[config.mk]
export PLATFORM = sky130hd
export DESIGN_NAME = rational_arith_reduce_unit_flat
export DESIGN_NICKNAME = d
export VERILOG_FILES = /design/src/rar_pkg.sv /design/src/rar_if.sv /design/src/rar_mul.sv /design/src/rar_reduce.sv /design/src/rational_arith_reduce_unit.sv /design/src/flat_wrapper.sv
export SDC_FILE = /design/constraint.sdc
export NUM_CORES = 2
export LEC_CHECK = 0
export BUFFER_PORTS_ARGS = -buffer_cell sky130_fd_sc_hd__buf_4
export CORE_UTILIZATION = 40
export CTS_BUF_LIST = sky130_fd_sc_hd__clkbuf_8
export CTS_CLUSTER_DIAMETER = 120
export CTS_CLUSTER_SIZE = 14
export DETAILED_ROUTE_END_ITERATION = 8
export GPL_TIMING_DRIVEN = 0
export HOLD_SLACK_MARGIN = 0.02
export PLACE_DENSITY = 0.62
export SYNTH_ARGS = -nofsm -noshare
export SYNTH_HDL_FRONTEND = slang
export SYNTH_HIERARCHICAL = 1
export SYNTH_SLANG_ARGS = --single-unit
[constraint.sdc]
create_clock -name clk -period 9.29 [get_ports clk]
set_input_delay 0.929 -clock clk [delete_from_list [all_inputs] [get_ports clk]]
set_output_delay 0.929 -clock clk [all_outputs]
set_load 0.1 [all_outputs]
[src/rar_pkg.sv]
// Shared types and constants for the rational arithmetic reduce unit.
package rar_pkg;

  localparam int RES_NUM_W = 32;
  localparam int RES_DEN_W = 31;

  typedef enum logic [1:0] {
    OP_ADD = 2'd0,
    OP_SUB = 2'd1,
    OP_MUL = 2'd2,
    OP_DIV = 2'd3
  } op_t;

  // which cross product the shared multiplier forms
  typedef enum logic [1:0] {
    MS_FIRST  = 2'd0,
    MS_SECOND = 2'd1,
    MS_THIRD  = 2'd2
  } mul_sel_t;

  typedef struct packed {
    logic     en;
    mul_sel_t sel;
    op_t      op;
  } mul_ctl_t;

  typedef enum logic [2:0] {
    ST_IDLE   = 3'd0,
    ST_M0     = 3'd1,
    ST_M1     = 3'd2,
    ST_M2     = 3'd3,
    ST_M3     = 3'd4,
    ST_CHECK  = 3'd5,
    ST_REDUCE = 3'd6,
    ST_OUT    = 3'd7
  } state_t;

  typedef enum logic [1:0] {
    RD_IDLE = 2'd0,
    RD_GCD  = 2'd1,
    RD_DIV  = 2'd2
  } red_state_t;

endpackage

[src/rar_if.sv]
// Request and response channel interfaces.
interface rar_req_if #(parameter int VALUE_BITS = 16);
  logic                         valid;
  logic                         ready;
  logic [1:0]                   req_type;
  logic signed [VALUE_BITS-1:0] a_num;
  logic signed [VALUE_BITS-1:0] a_den;
  logic signed [VALUE_BITS-1:0] b_num;
  logic signed [VALUE_BITS-1:0] b_den;

  modport source (output valid, req_type, a_num, a_den, b_num, b_den, input ready);
  modport sink   (input valid, req_type, a_num, a_den, b_num, b_den, output ready);
endinterface

interface rar_rsp_if;
  logic                                 valid;
  logic                                 ready;
  logic signed [rar_pkg::RES_NUM_W-1:0] res_num;
  logic [rar_pkg::RES_DEN_W-1:0]        res_den;
  logic                                 status;

  modport source (output valid, res_num, res_den, status, input ready);
  modport sink   (input valid, res_num, res_den, status, output ready);
endinterface

[src/rar_mul.sv]
// Shared signed multiplier with cross-product operand selection and output register.
module rar_mul #(
  parameter int VALUE_BITS = 16
) (
  input  logic                           clk,
  input  rar_pkg::mul_ctl_t              ctl,
  input  logic signed [VALUE_BITS-1:0]   a_num,
  input  logic signed [VALUE_BITS-1:0]   a_den,
  input  logic signed [VALUE_BITS-1:0]   b_num,
  input  logic signed [VALUE_BITS-1:0]   b_den,
  output logic signed [2*VALUE_BITS-1:0] prod
);

  localparam int PW = 2 * VALUE_BITS;

  logic signed [VALUE_BITS-1:0] x;
  logic signed [VALUE_BITS-1:0] y;

  // add/sub/div: an*bd, ad*bn, ad*bd; mul: an*bn, ad*bd
  always_comb begin
    case (ctl.sel)
      rar_pkg::MS_FIRST: begin
        x = a_num;
        y = (ctl.op == rar_pkg::OP_MUL) ? b_num : b_den;
      end
      rar_pkg::MS_SECOND: begin
        x = a_den;
        y = (ctl.op == rar_pkg::OP_MUL) ? b_den : b_num;
      end
      default: begin
        x = a_den;
        y = b_den;
      end
    endcase
  end

  always_ff @(posedge clk) begin
    if (ctl.en) begin
      prod <= PW'(x) * PW'(y);
    end
  end

endmodule

[src/rar_reduce.sv]
// Binary GCD followed by a two-lane restoring divide that reduces num/den.
module rar_reduce #(
  parameter int MAG_BITS = 32
) (
  input  logic                clk,
  input  logic                rst,
  input  logic                start,
  input  logic [MAG_BITS-1:0] num_mag,
  input  logic [MAG_BITS-1:0] den_mag,
  output logic                done,
  output logic [MAG_BITS-1:0] num_q,
  output logic [MAG_BITS-1:0] den_q
);

  localparam int MW = MAG_BITS;
  localparam int CW = $clog2(MW + 1);
  localparam logic [CW-1:0] LAST = CW'(MW - 1);

  rar_pkg::red_state_t state, state_next;

  logic [MW-1:0] u, v;
  logic [MW-1:0] ns, ds;
  logic [MW-1:0] rn, rd;
  logic [CW-1:0] cnt;

  logic          u_zero, u_ge_v;
  logic [MW-1:0] diff;
  logic [MW:0]   rn_sh, rd_sh, v_ext;
  logic          ge_n, ge_d;
  logic          div_last;

  assign u_zero   = (u == '0);
  assign u_ge_v   = (u >= v);
  assign diff     = u_ge_v ? (u - v) : (v - u);
  assign v_ext    = {1'b0, v};
  assign rn_sh    = {rn, ns[MW-1]};
  assign rd_sh    = {rd, ds[MW-1]};
  assign ge_n     = (rn_sh >= v_ext);
  assign ge_d     = (rd_sh >= v_ext);
  assign div_last = (cnt == LAST);

  assign num_q = ns;
  assign den_q = ds;

  always_ff @(posedge clk) begin
    if (rst) begin
      state <= rar_pkg::RD_IDLE;
      done  <= 1'b0;
    end else begin
      state <= state_next;
      done  <= (state == rar_pkg::RD_DIV) && div_last;
    end
  end

  always_comb begin
    state_next = state;
    case (state)
      rar_pkg::RD_IDLE: if (start) state_next = rar_pkg::RD_GCD;
      rar_pkg::RD_GCD:  if (u_zero) state_next = rar_pkg::RD_DIV;
      rar_pkg::RD_DIV:  if (div_last) state_next = rar_pkg::RD_IDLE;
      default:          state_next = rar_pkg::RD_IDLE;
    endcase
  end

  // common factors of two come off ns/ds too, so the divisor left in v is odd
  always_ff @(posedge clk) begin
    case (state)
      rar_pkg::RD_IDLE: begin
        if (start) begin
          u  <= num_mag;
          v  <= den_mag;
          ns <= num_mag;
          ds <= den_mag;
        end
      end
      rar_pkg::RD_GCD: begin
        if (u_zero) begin
          cnt <= '0;
          rn  <= '0;
          rd  <= '0;
        end else if (!u[0] && !v[0]) begin
          u  <= u >> 1;
          v  <= v >> 1;
          ns <= ns >> 1;
          ds <= ds >> 1;
        end else if (!u[0]) begin
          u <= u >> 1;
        end else if (!v[0]) begin
          v <= v >> 1;
        end else if (u_ge_v) begin
          u <= diff >> 1;
        end else begin
          v <= diff >> 1;
        end
      end
      rar_pkg::RD_DIV: begin
        // quotient bits shift into the dividend registers
        ns  <= {ns[MW-2:0], ge_n};
        ds  <= {ds[MW-2:0], ge_d};
        rn  <= ge_n ? rn_sh[MW-1:0] - v : rn_sh[MW-1:0];
        rd  <= ge_d ? rd_sh[MW-1:0] - v : rd_sh[MW-1:0];
        cnt <= cnt + 1'b1;
      end
      default: begin
      end
    endcase
  end

endmodule

[src/rational_arith_reduce_unit.sv]
// Top level: sequencer over the shared multiplier and the GCD reduce unit.
// Sequence: accept, three multiplier steps, a wait for the last product, a zero check, then
// for a nonzero result the GCD loop and one divide step per quotient bit, then the output register.
// One item is in flight at a time; a zero result skips the GCD and divide loops.
// A new item is accepted once the previous result sits in the output register.
// Reset (synchronous, rst high) returns the sequencer to idle and clears the output valid.
module rational_arith_reduce_unit #(
  parameter int VALUE_BITS = 16
) (
  input  logic        clk,
  input  logic        rst,
  rar_req_if.sink     req,
  rar_rsp_if.source   rsp
);

  localparam int PW = 2 * VALUE_BITS;
  localparam int SW = PW + 1;
  localparam int MW = PW;
  localparam int OW = (MW > rar_pkg::RES_NUM_W) ? MW : rar_pkg::RES_NUM_W;

  rar_pkg::state_t   state, state_next;
  rar_pkg::mul_ctl_t mul_ctl;

  rar_pkg::op_t                 op_r;
  logic signed [VALUE_BITS-1:0] a_num_r, a_den_r, b_num_r, b_den_r;
  logic signed [PW-1:0]         prod;
  logic [SW-1:0]                prod_ext;
  logic [SW-1:0]                num_raw, den_raw;
  logic [SW-1:0]                num_abs, den_abs;
  logic                         num_zero, den_zero;
  logic                         neg_r;
  logic                         red_start, red_done;
  logic [MW-1:0]                num_q, den_q;
  logic [OW-1:0]                nm_ext, dm_ext, sn;
  logic                         add_sub;

  logic signed [rar_pkg::RES_NUM_W-1:0] res_num_r, out_num;
  logic [rar_pkg::RES_DEN_W-1:0]        res_den_r, out_den;
  logic                                 status_r, out_status, out_valid;

  assign req.ready   = (state == rar_pkg::ST_IDLE);
  assign rsp.valid   = out_valid;
  assign rsp.res_num = out_num;
  assign rsp.res_den = out_den;
  assign rsp.status  = out_status;

  assign add_sub  = (op_r == rar_pkg::OP_ADD) || (op_r == rar_pkg::OP_SUB);
  assign prod_ext = {prod[PW-1], prod};
  assign num_abs  = num_raw[SW-1] ? (~num_raw + 1'b1) : num_raw;
  assign den_abs  = den_raw[SW-1] ? (~den_raw + 1'b1) : den_raw;
  assign num_zero = (num_raw == '0);
  assign den_zero = (den_raw == '0);
  assign nm_ext   = OW'(num_q);
  assign dm_ext   = OW'(den_q);
  assign sn       = neg_r ? (~nm_ext + 1'b1) : nm_ext;

  rar_mul #(.VALUE_BITS(VALUE_BITS)) u_mul (
    .clk   (clk),
    .ctl   (mul_ctl),
    .a_num (a_num_r),
    .a_den (a_den_r),
    .b_num (b_num_r),
    .b_den (b_den_r),
    .prod  (prod)
  );

  rar_reduce #(.MAG_BITS(MW)) u_reduce (
    .clk     (clk),
    .rst     (rst),
    .start   (red_start),
    .num_mag (num_abs[MW-1:0]),
    .den_mag (den_abs[MW-1:0]),
    .done    (red_done),
    .num_q   (num_q),
    .den_q   (den_q)
  );

  always_ff @(posedge clk) begin
    if (rst) begin
      state <= rar_pkg::ST_IDLE;
    end else begin
      state <= state_next;
    end
  end

  always_comb begin
    state_next  = state;
    mul_ctl     = '0;
    mul_ctl.op  = op_r;
    red_start   = 1'b0;
    case (state)
      rar_pkg::ST_IDLE: if (req.valid) state_next = rar_pkg::ST_M0;
      rar_pkg::ST_M0: begin
        mul_ctl.en  = 1'b1;
        mul_ctl.sel = rar_pkg::MS_FIRST;
        state_next  = rar_pkg::ST_M1;
      end
      rar_pkg::ST_M1: begin
        mul_ctl.en  = 1'b1;
        mul_ctl.sel = rar_pkg::MS_SECOND;
        state_next  = rar_pkg::ST_M2;
      end
      rar_pkg::ST_M2: begin
        mul_ctl.en  = 1'b1;
        mul_ctl.sel = rar_pkg::MS_THIRD;
        state_next  = rar_pkg::ST_M3;
      end
      rar_pkg::ST_M3: state_next = rar_pkg::ST_CHECK;
      rar_pkg::ST_CHECK: begin
        if (den_zero || num_zero) begin
          state_next = rar_pkg::ST_OUT;
        end else begin
          red_start  = 1'b1;
          state_next = rar_pkg::ST_REDUCE;
        end
      end
      rar_pkg::ST_REDUCE: if (red_done) state_next = rar_pkg::ST_OUT;
      rar_pkg::ST_OUT: if (!out_valid || rsp.ready) state_next = rar_pkg::ST_IDLE;
      default: state_next = rar_pkg::ST_IDLE;
    endcase
  end

  // operand capture and raw numerator/denominator build-up
  always_ff @(posedge clk) begin
    case (state)
      rar_pkg::ST_IDLE: begin
        if (req.valid) begin
          op_r    <= rar_pkg::op_t'(req.req_type);
          a_num_r <= req.a_num;
          a_den_r <= req.a_den;
          b_num_r <= req.b_num;
          b_den_r <= req.b_den;
        end
      end
      rar_pkg::ST_M1: num_raw <= prod_ext;
      rar_pkg::ST_M2: begin
        if (op_r == rar_pkg::OP_ADD) begin
          num_raw <= num_raw + prod_ext;
        end else if (op_r == rar_pkg::OP_SUB) begin
          num_raw <= num_raw - prod_ext;
        end else begin
          den_raw <= prod_ext;
        end
      end
      rar_pkg::ST_M3: if (add_sub) den_raw <= prod_ext;
      rar_pkg::ST_CHECK: begin
        neg_r <= num_raw[SW-1] ^ den_raw[SW-1];
        if (den_zero) begin
          res_num_r <= '0;
          res_den_r <= '0;
          status_r  <= 1'b1;
        end else if (num_zero) begin
          res_num_r <= '0;
          res_den_r <= rar_pkg::RES_DEN_W'(1);
          status_r  <= 1'b0;
        end
      end
      rar_pkg::ST_REDUCE: begin
        if (red_done) begin
          res_num_r <= sn[rar_pkg::RES_NUM_W-1:0];
          res_den_r <= dm_ext[rar_pkg::RES_DEN_W-1:0];
          status_r  <= 1'b0;
        end
      end
      default: begin
      end
    endcase
  end

  // output register
  always_ff @(posedge clk) begin
    if (rst) begin
      out_valid <= 1'b0;
    end else if (state == rar_pkg::ST_OUT && (!out_valid || rsp.ready)) begin
      out_valid <= 1'b1;
    end else if (rsp.ready) begin
      out_valid <= 1'b0;
    end
  end

  always_ff @(posedge clk) begin
    if (state == rar_pkg::ST_OUT && (!out_valid || rsp.ready)) begin
      out_num    <= res_num_r;
      out_den    <= res_den_r;
      out_status <= status_r;
    end
  end

endmodule

[src/flat_wrapper.sv]
// flat-port wrapper written by rule: the top's interface ports become plain ports
module rational_arith_reduce_unit_flat 
#(
  parameter int VALUE_BITS = 16
)
  (clk, rst, req_valid, req_req_type, req_a_num, req_a_den, req_b_num, req_b_den, req_ready, rsp_valid, rsp_res_num, rsp_res_den, rsp_status, rsp_ready);
  rar_req_if #(.VALUE_BITS(VALUE_BITS)) req_i ();
  rar_rsp_if rsp_i ();
  input  logic clk;
  input  logic rst;
  input wire logic [$bits(req_i.valid)-1:0] req_valid;
  input wire logic [$bits(req_i.req_type)-1:0] req_req_type;
  input wire logic [$bits(req_i.a_num)-1:0] req_a_num;
  input wire logic [$bits(req_i.a_den)-1:0] req_a_den;
  input wire logic [$bits(req_i.b_num)-1:0] req_b_num;
  input wire logic [$bits(req_i.b_den)-1:0] req_b_den;
  output wire logic [$bits(req_i.ready)-1:0] req_ready;
  output wire logic [$bits(rsp_i.valid)-1:0] rsp_valid;
  output wire logic [$bits(rsp_i.res_num)-1:0] rsp_res_num;
  output wire logic [$bits(rsp_i.res_den)-1:0] rsp_res_den;
  output wire logic [$bits(rsp_i.status)-1:0] rsp_status;
  input wire logic [$bits(rsp_i.ready)-1:0] rsp_ready;
  assign req_i.valid = req_valid;
  assign req_i.req_type = req_req_type;
  assign req_i.a_num = req_a_num;
  assign req_i.a_den = req_a_den;
  assign req_i.b_num = req_b_num;
  assign req_i.b_den = req_b_den;
  assign req_ready = req_i.ready;
  assign rsp_valid = rsp_i.valid;
  assign rsp_res_num = rsp_i.res_num;
  assign rsp_res_den = rsp_i.res_den;
  assign rsp_status = rsp_i.status;
  assign rsp_i.ready = rsp_ready;
  rational_arith_reduce_unit #(.VALUE_BITS(VALUE_BITS)) u_core (.clk(clk), .rst(rst), .req(req_i), .rsp(rsp_i));
endmodule
### Yosys cells after proc, flatten, opt, wreduce, memory -nomap -nowiden

Index checks and enable logic that the tools add are counted.

* add/sub/neg operators: 10
* multiply operators: 1
* order comparisons: 3
* equality and inequality tests: 30
* multiplexer cells: 68
* bitwise operators: 4
* reduce and logical (&&, ||, !) cells: 35

Operators with widths (count)
* 32-bit 2-to-1 mux: 26
* 32-bit case mux with 2 select lines: 5
* 32-bit case mux with 3 select lines: 2
* 33-bit 2-to-1 mux: 5
* 33-bit case mux with 2 select lines: 2
* 32-bit subtractor: 4
* 32-bit by 1-bit adder with 32-bit output, second input constant: 3
* 32-bit inverter: 3
* 31-bit 2-to-1 mux: 3
* 33-bit by 32-bit >= comparator with 1-bit output: 2
* 33-bit logical NOT: 2
* 31-bit case mux with 2 select lines: 1
* 16-bit 2-to-1 mux: 3
* 33-bit adder: 1
* 33-bit subtractor: 1
* 32-bit >= comparator: 1
* 32-bit logical NOT: 1
* 16-bit by 16-bit multiplier with 32-bit output: 1
* 16-bit case mux with 2 select lines: 1
* 3-bit case mux with 8 select lines: 1
* 2-bit inequality test, second input constant: 8
* 3-bit == test, second input constant: 4
* 4-bit inequality test, second input constant: 3
* 6-bit case mux with 2 select lines: 1
* other kinds (28): 67

* bits in registers: 498
* input port bits: 70
* output and inout port bits: 66
* logic and storage cells: 179

### Depth between registers and ports, before layout

* depth after elaboration: 8
* depth in mapped cells: 31
* depth with buffers taken out: 27

### Modules after synthesis

The synthesis kept the hierarchy.

By module, submodules not included
* rar_reduce: instances 1, cells each 1869, area an instance 16438.3 sq um, sequential area each 6005.8 sq um
* rational_arith_reduce_unit: instances 1, cells each 1086, area an instance 13200.2 sq um, sequential area each 7887.6 sq um
* rar_mul: instances 1, cells each 1240, area an instance 11437.2 sq um, sequential area each 960.9 sq um

### Worst setup path before layout

No wires, ideal clock.

* kind: flip-flop to flip-flop
* start: register u_core.state[0]
* end: register u_core.u_mul.prod[30], data pin
* setup time: 0.180 ns
* arrival: 7.689 ns
* data required time: 9.110 ns
* setup slack: 1.421 ns
* stages on the path, launching flop included: 29
* path buffers: 4
* period minus slack after synthesis: 7.869 ns
* path through: dfxtp_1 > nand2_1 > or2_2 > clkbuf_1 > inv_1 > clkbuf_1 > nor2_2 > buf_4 > buf_2 > mux2i_1 > nor2_1 > fa_1 > inv_1 > fa_1 > inv_1 > fa_1 > fa_1 > fa_1 > inv_1 > fa_1 > inv_1 > ha_1 > a21o_1 > a21oi_1 > nor2b_1 > or3_1 > o31a_1 > o211a_1 > o311ai_1

RTL lines
* start: declaration: line rational_arith_reduce_unit.sv:21 `rar_pkg::state_t state, state_next;`
* start signal: assignment: line rational_arith_reduce_unit.sv:80 `state <= rar_pkg::ST_IDLE;`
* start signal: assignment: line rational_arith_reduce_unit.sv:82 `state <= state_next;`
* end signal: assignment: line rar_mul.sv:39 `prod <= PW'(x) * PW'(y);`
* end: declaration: line rar_mul.sv:11 `output logic signed [2*VALUE_BITS-1:0] prod`

==> flow_summary.toml <==
[outcome]
status = "complete, no violations"

[place]
gp_congestion = 0.995
dpl.cell_count = 5709
hpwl_um = 95300
io_buffers = 135
place_area_um2 = 44100

[finish]
drive_above_1_share = 0.0755
nNetsFinal = 4977
final_cells = 5780
final_area_um2 = 45100
areaGrowthSynthToFinish_pct = 9.73

[floorplan]
rows = 117
die_area_um2 = 104000
start_util = 0.404
die_w_um = 322
die_h_um = 322
num_io_pins = 136
coreArea_um2 = 102000

[clock_network]
cts_inserted_buffers = 42
cts_tree = "built"
clkTransAtPathRegs_ns = 0.10
clock_latency_ns = 0.75
clockBufferDepth = 3
cts-root-buf = "clkbuf_8"
cts_max_level = 2
cts.sinks = 497

[synthesis]
synth.area.top_cells = "edfxtp_1 36%, fa_1 13%, ha_1 7.7%"
synth_top_cells_by_count = "490 x edfxtp_1, 480 x nor2_1, 455 x inv_1"
yosysMostFrequentCell = "edfxtp_1"
yosysUniqueCellTypes = 99
synth_top_area_frac = 0.358
synth.avg_cell_area_um2 = 9.79
synth_area_um2 = 41100
ys.warnings.count = 6
synth-async-reset-ratio = 0
ys_seq_elements = 497
synth-seq-area-share = 0.362
ys.flop_type = "edfxtp_1"
synth_edf_count = 490
yosys.area.top_type = "edfxtp_1"
syn-num-nets = 4784
synthCells = 4195

[global_routing]
grt-ovfl-total = 0
grt_max_degree = 67
grt_pass1_wl_um = 180000
grt_pass1_vias = 30400
antenna_found_initial = 1
track_usage = 0.226

[min_path]
hold_path_class = "in -> reg"

[worst_setup_path]
crit_top_cell = "fa_1"
worstPathMaxFanout = 11
worstPathRequired_ns = 9.78
cp_slowest_stage_delay_ns = 0.61
crit_path_start_kind = "flip-flop"
r2r_setup_slack_ns = 0.27
worst-setup-path-type = "reg -> reg"
cp-end-kind = "flip-flop"
slowest_stage = "mux2i_2"
crit_arrival_ns = 9.52

[routing]
wire_per_inst_um = 20.5
viasPerCell = 5.51
wl_met2_um = 53800
detail-route-antenna-nets = 0
wl_met1_um = 52200
highest_layer = "met4"
drt_iter0_drc = 3037
dr.pass1.iters = 6
wl_um = 119000
vias = 31800
wl_met3_um = 7370
route.detailed.drc = 0

[sta]
hold_viol_final = 0
finClkSkew_ns = 0.0568
fmax_mhz = 111
worst_pin_slew_ns = 1.08
min_period_ns = 9.02
period_share = 0.971
rsz0062_at_grt = "false"
setup_tns_ns = 0
setup_violations = 0
slew_headroom = 0.256
slew_violations = 0

[run]
cap_violations = 0
-- final cells by class --
cell class | instances | area, um^2
repair buffers | 150 | 1300
clock inverters | 25 | 138
diodes | 1 | 2.50
clock buffers | 42 | 578
well taps | 1368 | 1710
flip-flops and latches | 497 | 14900
fillers | 9817 | 56700
plain buffers | 173 | 722
inverters | 455 | 1710
multi-input cells | 3069 | 24100
-- per-layer routing --
metal / track usage / vias up
met5: 0 / -
met4: 0.0992 / 0
met2: 0.362 / 1192
met3: 0.0266 / 211
met1: 0.307 / 15400
li1: - / 15000
-- metrics by stage --
stage | worst slack, ns | hold slack [ns] | util
after global placement | -1.51 | 0.404 | 0.431
after floorplan | 1.42 | 0.400 | -
after global routing | 0.0347 | 0.331 | 0.443
after CTS | 0.0230 | 0.284 | 0.442
after detailed placement | -1.44 | 0.405 | 0.434
final | 0.266 | 0.388 | 0.443
-- cell families (layout without fill, tap and decap cells) --
group	Yosys count	in the layout	synth area share
AND/OR/NAND/NOR	1168	1168	0.130
AO/OA/AOI/OAI	988	988	0.155
buffers and inverters	629	845	0.0589
adder cells (fa/ha/maj)	519	519	0.207
flip-flops	497	497	0.362
XOR/XNOR	283	283	0.0603
multiplexers	111	111	0.0279
other	0	1	0
-- placed cells by master (no fill, tap or decap), types with 27 or more instances in the layout --
cell type	instances
edfxtp_1	490
nor2_1	476
inv_1	473
nand2_1	321
a21oi_1	301
fa_1	267
ha_1	252
xnor2_1	195
o21ai_0	186
buf_4	142
clkbuf_1	134
a21o_1	114
a22oi_1	99
xor2_1	88
mux2i_1	66
nor3_1	47
o31ai_1	45
clkbuf_8	42
and2_1	40
nand3_1	38
nand4_1	35
nand2b_1	32
nor2b_1	30
o21a_1	29
a211oi_1	28
a31oi_1	28
mux2_2	28
or3_1	27
-- registers in the layout, summed over array words and instances (netlist names), 2 cells and up --
register,flops
u_core/a_den_r,16
u_core/a_num_r,16
u_core/b_den_r,16
u_core/b_num_r,16
u_core/den_raw,32
u_core/num_raw,33
u_core/op_r,2
u_core/res_den_r,31
u_core/res_num_r,32
u_core/rsp.res_den,31
u_core/rsp.res_num,32
u_core/state,3
u_core/u_mul/prod,32
u_core/u_reduce/cnt,6
u_core/u_reduce/den_q,32
u_core/u_reduce/num_q,32
u_core/u_reduce/rd,32
u_core/u_reduce/rn,32
u_core/u_reduce/state,2
u_core/u_reduce/u,32
u_core/u_reduce/v,32
-- worst max-delay path, delay by kind of cell, from the launching register on --
kind	cells	cell delay [ns]
AND/OR/NAND/NOR	7	1.60
AO/OA/AOI/OAI	3	1.17
flip-flops	1	0.33
multiplexers	2	0.77
buffers and inverters	9	1.47
adder cells (fa/ha/maj)	7	3.38
-- timing repair --
action	in CTS	in global routing
gates resized for setup	19	21
endpoints found under the setup margin	17	6
setup buffers	2	2
pin swaps	1	1
hold buffers	0	0
-- path summary, 6_finish.rpt --
kind                                      startpoint                     end  cells past startpoint
worst max-delay path                 u_core/state[0]   u_core/u_mul/prod[31]                     28
worst min-delay path                 req_req_type[1]          u_core/op_r[1]                      1
worst max register to register       u_core/state[0]   u_core/u_mul/prod[31]                     28
worst min register to register  u_core/res_den_r[28]  u_core/rsp.res_den[28]                      0
Power is not shown: default switching activity piles up to over one toggle a cycle in this logic, so the estimate is an artifact.
